<file path="src/rtl/core/vsa_pkg.sv">
// shared types, widths and codes for the voice slot allocator
`default_nettype none

package vsa_pkg;

  // field widths
  localparam int MODE_W = 3;
  localparam int PRIO_W = 8;
  localparam int ENT_W  = 11;
  localparam int CHAN_W = 5;
  localparam int TIME_W = 31;
  localparam int SLOT_W = 7;
  localparam int KIND_W = 2;
  localparam int CFG_W  = 8;

  // table size default and config reset
  localparam int              NUM_SLOTS_DEF = 128;
  localparam logic [CFG_W-1:0] SLOTS_RST    = 8'd128;

  // request modes
  localparam logic [MODE_W-1:0] MODE_ALLOC    = 3'd0;
  localparam logic [MODE_W-1:0] MODE_FINISH   = 3'd1;
  localparam logic [MODE_W-1:0] MODE_LOCK     = 3'd2;
  localparam logic [MODE_W-1:0] MODE_UNLOCK   = 3'd3;
  localparam logic [MODE_W-1:0] MODE_STOP_ALL = 3'd4;

  // grant kinds
  localparam logic [KIND_W-1:0] KIND_MATCH = 2'd0;
  localparam logic [KIND_W-1:0] KIND_FREE  = 2'd1;
  localparam logic [KIND_W-1:0] KIND_STEAL = 2'd2;
  localparam logic [KIND_W-1:0] KIND_NONE  = 2'd3;

  // register word index
  localparam logic REG_SLOTS_IN_USE = 1'b0;

  typedef struct packed {
    logic [PRIO_W-1:0] prio;
    logic [TIME_W-1:0] last_use;
    logic [ENT_W-1:0]  entity;
    logic [CHAN_W-1:0] channel;
  } vsa_rec_t;

  localparam vsa_rec_t CLEAR_REC = '{prio: '0, last_use: '0, entity: '1, channel: '1};

  // controller to datapath
  typedef struct packed {
    logic load;
    logic scan_step;
    logic grant;
    logic slot_op;
    logic sweep_step;
  } vsa_cmd_t;

  // datapath to controller
  typedef struct packed {
    logic [MODE_W-1:0] mode;
    logic              scan_done;
    logic              sweep_done;
  } vsa_stat_t;

endpackage

`default_nettype wire

</file>
<file path="src/rtl/core/vsa_ctrl.sv">
// request sequencer for the voice slot allocator
`default_nettype none

module vsa_ctrl import vsa_pkg::*; (
  input  wire logic      clk,
  input  wire logic      rst_n,
  input  wire logic      in_tvalid,
  output logic           in_tready,
  input  wire logic      out_space,
  input  wire vsa_stat_t stat,
  output vsa_cmd_t       cmd,
  output logic           push
);

  localparam logic [2:0] S_IDLE   = 3'd0;
  localparam logic [2:0] S_DECODE = 3'd1;
  localparam logic [2:0] S_SCAN   = 3'd2;
  localparam logic [2:0] S_GRANT  = 3'd3;
  localparam logic [2:0] S_CMD    = 3'd4;
  localparam logic [2:0] S_SWEEP  = 3'd5;
  localparam logic [2:0] S_DONE   = 3'd6;

  logic [2:0] state_r, state_nxt;

  assign in_tready      = (state_r == S_IDLE);
  assign cmd.load       = in_tvalid && in_tready;
  assign cmd.scan_step  = (state_r == S_SCAN);
  assign cmd.grant      = (state_r == S_GRANT);
  assign cmd.slot_op    = (state_r == S_CMD);
  assign cmd.sweep_step = (state_r == S_SWEEP);
  assign push           = (state_r == S_DONE) && out_space;

  always_comb begin
    state_nxt = state_r;
    case (state_r)
      S_IDLE: begin
        if (cmd.load) state_nxt = S_DECODE;
      end
      S_DECODE: begin
        case (stat.mode)
          MODE_ALLOC:                            state_nxt = S_SCAN;
          MODE_FINISH, MODE_LOCK, MODE_UNLOCK:   state_nxt = S_CMD;
          MODE_STOP_ALL:                         state_nxt = S_SWEEP;
          default:                               state_nxt = S_DONE;
        endcase
      end
      S_SCAN: begin
        if (stat.scan_done) state_nxt = S_GRANT;
      end
      S_GRANT: state_nxt = S_DONE;
      S_CMD:   state_nxt = S_DONE;
      S_SWEEP: begin
        if (stat.sweep_done) state_nxt = S_DONE;
      end
      S_DONE: begin
        if (out_space) state_nxt = S_IDLE;
      end
      default: state_nxt = S_IDLE;
    endcase
  end

  always_ff @(posedge clk) begin
    if (!rst_n) begin
      state_r <= S_IDLE;
    end else begin
      state_r <= state_nxt;
    end
  end

endmodule

`default_nettype wire
</file>
<file path="config.mk">
export PLATFORM = sky130hd
export DESIGN_NAME = vsa_ctrl
export DESIGN_NICKNAME = d
export VERILOG_FILES = /design/src/rtl/core/vsa_pkg.sv /design/src/rtl/core/vsa_ctrl.sv
export SDC_FILE = /design/constraint.sdc
export NUM_CORES = 1
export LEC_CHECK = 0
export BUFFER_PORTS_ARGS = -buffer_cell sky130_fd_sc_hd__buf_2
export CORE_AREA = 2 2 39 41
export CTS_BUF_LIST = sky130_fd_sc_hd__clkbuf_8
export DETAILED_ROUTE_END_ITERATION = 6
export DIE_AREA = 0 0 41 43
export HOLD_SLACK_MARGIN = 0.02
export PLACE_DENSITY_LB_ADDON = 0.25
export SETUP_SLACK_MARGIN = 0.15
export SLEW_MARGIN = 10
export SYNTH_ARGS = -nofsm -noshare
export SYNTH_HDL_FRONTEND = slang
export SYNTH_SLANG_ARGS = --single-unit
</file>
<file path="constraint.sdc">
create_clock -name clk -period 1.2 [get_ports clk]
set_input_delay 0.24 -clock clk [delete_from_list [all_inputs] [get_ports clk]]
set_output_delay 0.24 -clock clk [all_outputs]
set_load 0.01 [all_outputs]
</file>
# [Yosys cells after proc, flatten, opt, wreduce, memory -nomap -nowiden]
# Cells that the tools add are included.
[totals] reg_bits=3 inputBits=9 out_inout_bits=7
[op_classes] n_eq_ne=14 n_mux=6 n_reduce_logical=7
[ops] cell="one-hot mux 3 bit (6 select lines)" n=1
[ops] cell="== test 3 x 2 -> 1 bit, second input constant" n=4
[ops] cell="== test 3 bit, second input constant" n=4
[ops] cell="2-to-1 mux 3 bit" n=4
[ops] cell="one-hot mux 3 bit (3 select lines)" n=1
[ops] cell="== test 3 x 1 -> 1 bit, second input constant" n=2
[ops] cell="zero test 3 bit" n=2
[ops] cell="!= test 2 bit, second input constant" n=3
[ops] cell="AND reduction 4 bit" n=1
[ops] cell="OR reduction 3 bit" n=1
[ops] cell="logical AND 1 bit" n=2
[ops] cell="!= test 2 x 1 -> 1 bit, second input constant" n=1
[ops] cell="OR reduction 2 bit" n=1

# [Depth between registers and ports, before layout]
[logic_depth] depth_word=4 mapped_depth=4 mapped_depth_nobuf=3

# [Worst setup path before layout]
# Ideal clock, no wire load.
[synth_timing] kind="register to output" startpoint="register state_r[0]" endpoint="output port cmd[4] (netlist bit)" arrival_ps=913 path_slack_ps=47 path_stages_with_launch=4 path_buffers=1 cell_sequence="dfxtp_1 buf_4 nor3_2 and2_1"
[synth_lines] item="start, declared" line_no="vsa_ctrl.sv:23" text="logic [2:0] state_r, state_nxt;"
[synth_lines] item="start signal, assigned" line_no="vsa_ctrl.sv:66" text="state_r <= state_nxt;"
[synth_lines] item="end, declared" line_no="vsa_ctrl.sv:11" text="output vsa_cmd_t cmd,"

# [Worst setup path in the final report]
[layout_timing] startpoint="register state_r[0]" endpoint="output port push"
[layout_via] elab_chain_len=2
[layout_rtl] item="== test 3 bit" line_no="vsa_ctrl.sv:31" text="assign push = (state_r == S_DONE) && out_space;"
[layout_rtl] item="logical AND 1 bit" line_no="vsa_ctrl.sv:31"
[layout_rtl] item="end, declared" line_no="vsa_ctrl.sv:12" text="output logic push"
# Every way passes these cells.

==> results.yml <==
critical_path:
  cp_slowest_stage_delay_ns: 0.31
  worstSetupStartpointType: "register"
  reg2reg_from: "state_r[0]"
  path_cells: "buf_12 > buf_4 > nor3b_2 > buf_2"
  cp.required_ns: 0.96
  crit_arrival_ns: 1.09
  timing_worst_setup_path_type: "register to output pin"
  setup.worst_path.end_class: "output pin"
  r2r_cells: 5
  rrSetupSlack_ns: 0.07
  rr_endpoint: "state_r[0]"
  path_max_fanout: 9
  critical-path-slowest-cell: "sky130_fd_sc_hd__dfxtp_2"
timing:
  timing.slew.headroom: 0.830
  min_period_over_period: 1.11
  final-hold-violation-count: 0
  worst_slack_ns: -0.128
  finalSetupTns_ns: -0.544
  period_needed_ns: 1.33
  finalSetupViolations: 7
  final_max_slew_viol_count: 0
  rsz0062_at_grt: "yes"
  max_slew.worst_pin.slew_ns: 0.254
  finClkSkew_ns: 0.00248
  max_freq_ghz: 0.753
  timing.hold.ws_ns: 0.280
placement:
  detailed_placer_s_ending_hpwl_um: 537
  finalWeightedCongestion: 0.737
  dpl_cell_area_um2: 400
  portBuffers: 15
  place_inst: 64
  placement.setup.worst_slack_ns: 0.00207
clock_tree:
  cts.hold.buffers_added: 0
  clk_pin_slew_worst_paths_ns: 0.03
  htreeDepth: 1
  clock-root-buffer: "sky130_fd_sc_hd__clkbuf_8"
  clock_tree_from_tritoncts: "done"
  clock_path_buffers: 2
  cts_made_buffers: 3
  cts.sink_count: 3
  clkLatencyLatePin_ns: 0.22
synth:
  mappedNetlistArea_um2: 258
  netlist_instances: 31
  synth_cell_types: 23
  mappedNetlistNets: 40
  synth_seq_cells: 3
  ys_seq_area_frac: 0.233
  yosysWarningCount: 0
  post_synth.cell_area_avg_um2: 8.31
power:
  maximum_vdd_ir_drop_mv: 0.446
  cellLeakagePower_nw: 0.230
  share_seq_of_total_power: 0.200
  power_switching_share: 0.303
  internal_power_component_mw: 0.499
  comb_power_share: 0.392
  finalPower_mw: 0.716
  pwr_density_cell_mw_per_mm2: 1400
  clock_power_share: 0.408
  switching_power_summed_over_all_nets_mw: 0.217
drt:
  route.final.wire_length_um: 789
  post_drt_via_cell_ratio: 4.67
  post_drt_wl_per_cell_um: 11.0
  routed-via-count: 336
  antenna_left: 0
  drc: 0
  drt_iter0_markers: 4
  drt_first_pass_iters: 4
job:
  max_capacitance_violation_count: 0
die:
  ioPinCount: 16
  fp.dieArea_mm2: 0.00176
  floorplan.die.height_um: 43
  die_w_um: 41
  starting_density_of_the_core: 0.186
  placeableCoreArea_mm2: 0.00138
  fp-row-count: 14
layout:
  layoutNonFillerInstCount: 72
  registers.top_by_ff_count: "state_r"
  share_of_cells_above_drive_strength_1: 0.679
  finalInstanceArea_um2: 513
  nFillCells: 149
  reg_top3: "state_r (3)"
  nets: 66
  flow.area_growth_from_synthesis_pct: 99.0
  leading_cell_types_in_the_layout_fill_and_taps_excluded: "14 x sky130_fd_sc_hd__buf_2, 6 x sky130_fd_sc_hd__buf_4, 3 x sky130_fd_sc_hd__clkbuf_8"
  finalCoreUtilization: 0.371
  insertedDiodeCount: 0
  layout.cells.most_common: "sky130_fd_sc_hd__buf_2"
  largest_register_ff_count: 3
grt:
  grtUsageTotal: 0.121
  initial_antenna_violation_count: 0
  first_global_vias: 344
  first_pass_grt_wire_length_mm: 1.35
  grt_remaining_overflow: 0
  maximum_number_of_pins_on_one_net_before_global_route_repair: 10
worst_hold_path:
  timing.hold.worst_endpoint: "state_r[0]"
  holdPathStages: 2
  hp-start: "rst_n"
  hold_path_class: "input pin to register"
outcome:
  result_of_the_run: "complete, but fails checks"
  violations: "setup timing"
## worst max-delay path, delay by kind of cell (launching register included)
family        cells  cell delay, ns
simple gates      1            0.15
flops             1            0.31
buf+inv           3            0.41
## logic make-up (layout without fill, tap and decap cells)
family,count (synthesis),in the layout,share of synthesized area
buffers and inverters,4,29,0.102
DFF,3,3,0.233
muxes,1,1,0.0388
AOI/OAI and AO/OA,9,9,0.243
and+or+nand+nor,14,14,0.383
## Yosys cell counts
| library cell | instances | area, um^2 |
|---|---|---|
| sky130_fd_sc_hd__dfxtp_1 | 3 | 60.1 |
| sky130_fd_sc_hd__nor2_1 | 3 | 11.3 |
| sky130_fd_sc_hd__a21oi_1 | 2 | 10.0 |
| sky130_fd_sc_hd__inv_1 | 2 | 7.51 |
| sky130_fd_sc_hd__nor3_1 | 2 | 10.0 |
| sky130_fd_sc_hd__nor3b_1 | 2 | 15.0 |
| sky130_fd_sc_hd__a221oi_1 | 1 | 8.76 |
| sky130_fd_sc_hd__and2_1 | 1 | 6.26 |
| sky130_fd_sc_hd__and3_2 | 1 | 7.51 |
| sky130_fd_sc_hd__buf_4 | 1 | 7.51 |
| sky130_fd_sc_hd__buf_6 | 1 | 11.3 |
| sky130_fd_sc_hd__mux2i_1 | 1 | 10.0 |
| sky130_fd_sc_hd__nand2_1 | 1 | 3.75 |
| sky130_fd_sc_hd__nand2b_1 | 1 | 6.26 |
| sky130_fd_sc_hd__nand2b_4 | 1 | 13.8 |
| sky130_fd_sc_hd__nor3_2 | 1 | 10.0 |
| sky130_fd_sc_hd__nor4b_2 | 1 | 15.0 |
| sky130_fd_sc_hd__o211ai_1 | 1 | 7.51 |
| sky130_fd_sc_hd__o21a_1 | 1 | 7.51 |
| sky130_fd_sc_hd__o21ai_0 | 1 | 5.00 |
| sky130_fd_sc_hd__o21ai_1 | 1 | 5.00 |
| sky130_fd_sc_hd__o311a_1 | 1 | 10.0 |
| sky130_fd_sc_hd__o41ai_1 | 1 | 8.76 |
## final cells by class
cell class | count | area, um^2 | share of cell area
repair buffers | 23 | 166 | 0.324
inverters | 2 | 7.51 | 0.0146
clock inverters | 1 | 3.75 | 0.00732
multi-input cells | 24 | 208 | 0.405
clock buffers | 3 | 41.3 | 0.0805
flip-flops and latches | 3 | 66.3 | 0.129
well taps | 16 | 20.0 | 0.0390
## metal layers
layer  GRT usage  vias up  share of wire
met5           0        -              0
met4       0.120        0          0.053
li1            -      166              -
met1       0.131      150           0.41
met3      0.0314        5          0.063
met2       0.175       15           0.47
## power groups by stage
stage	combinational, mW	clock (mW)	sequential (mW)
after detailed placement	0.230	0	0.139
after CTS	0.265	0.296	0.142
after global routing	0.310	0.316	0.146
final	0.281	0.292	0.143
after floorplan	0.136	0	0.131
after global placement	0.232	0	0.139
## worst max path at each step
stage | start | to | slack (ns) | cells after the start
6_report | state_r[0] | push | -0.13 | 4
5_1_grt | state_r[0] | cmd[4] | -0.19 | 4
4_1_cts | state_r[0] | cmd[4] | -0.14 | 4
3_5_place_dp | state_r[1] | push | 0.002 | 3
3_3_place_gp | state_r[1] | push | -0.02 | 3
2_1_floorplan | state_r[2] | cmd[1] | 0.10 | 2
## timing repair
action / in CTS / in global routing
endpoints found under the setup margin: 10 / 10
pin swaps: 2 / 3
gates resized for setup: 6 / 4
buffers inserted: 4 / 0
No activity file was read; power rests on OpenSTA's default activity.
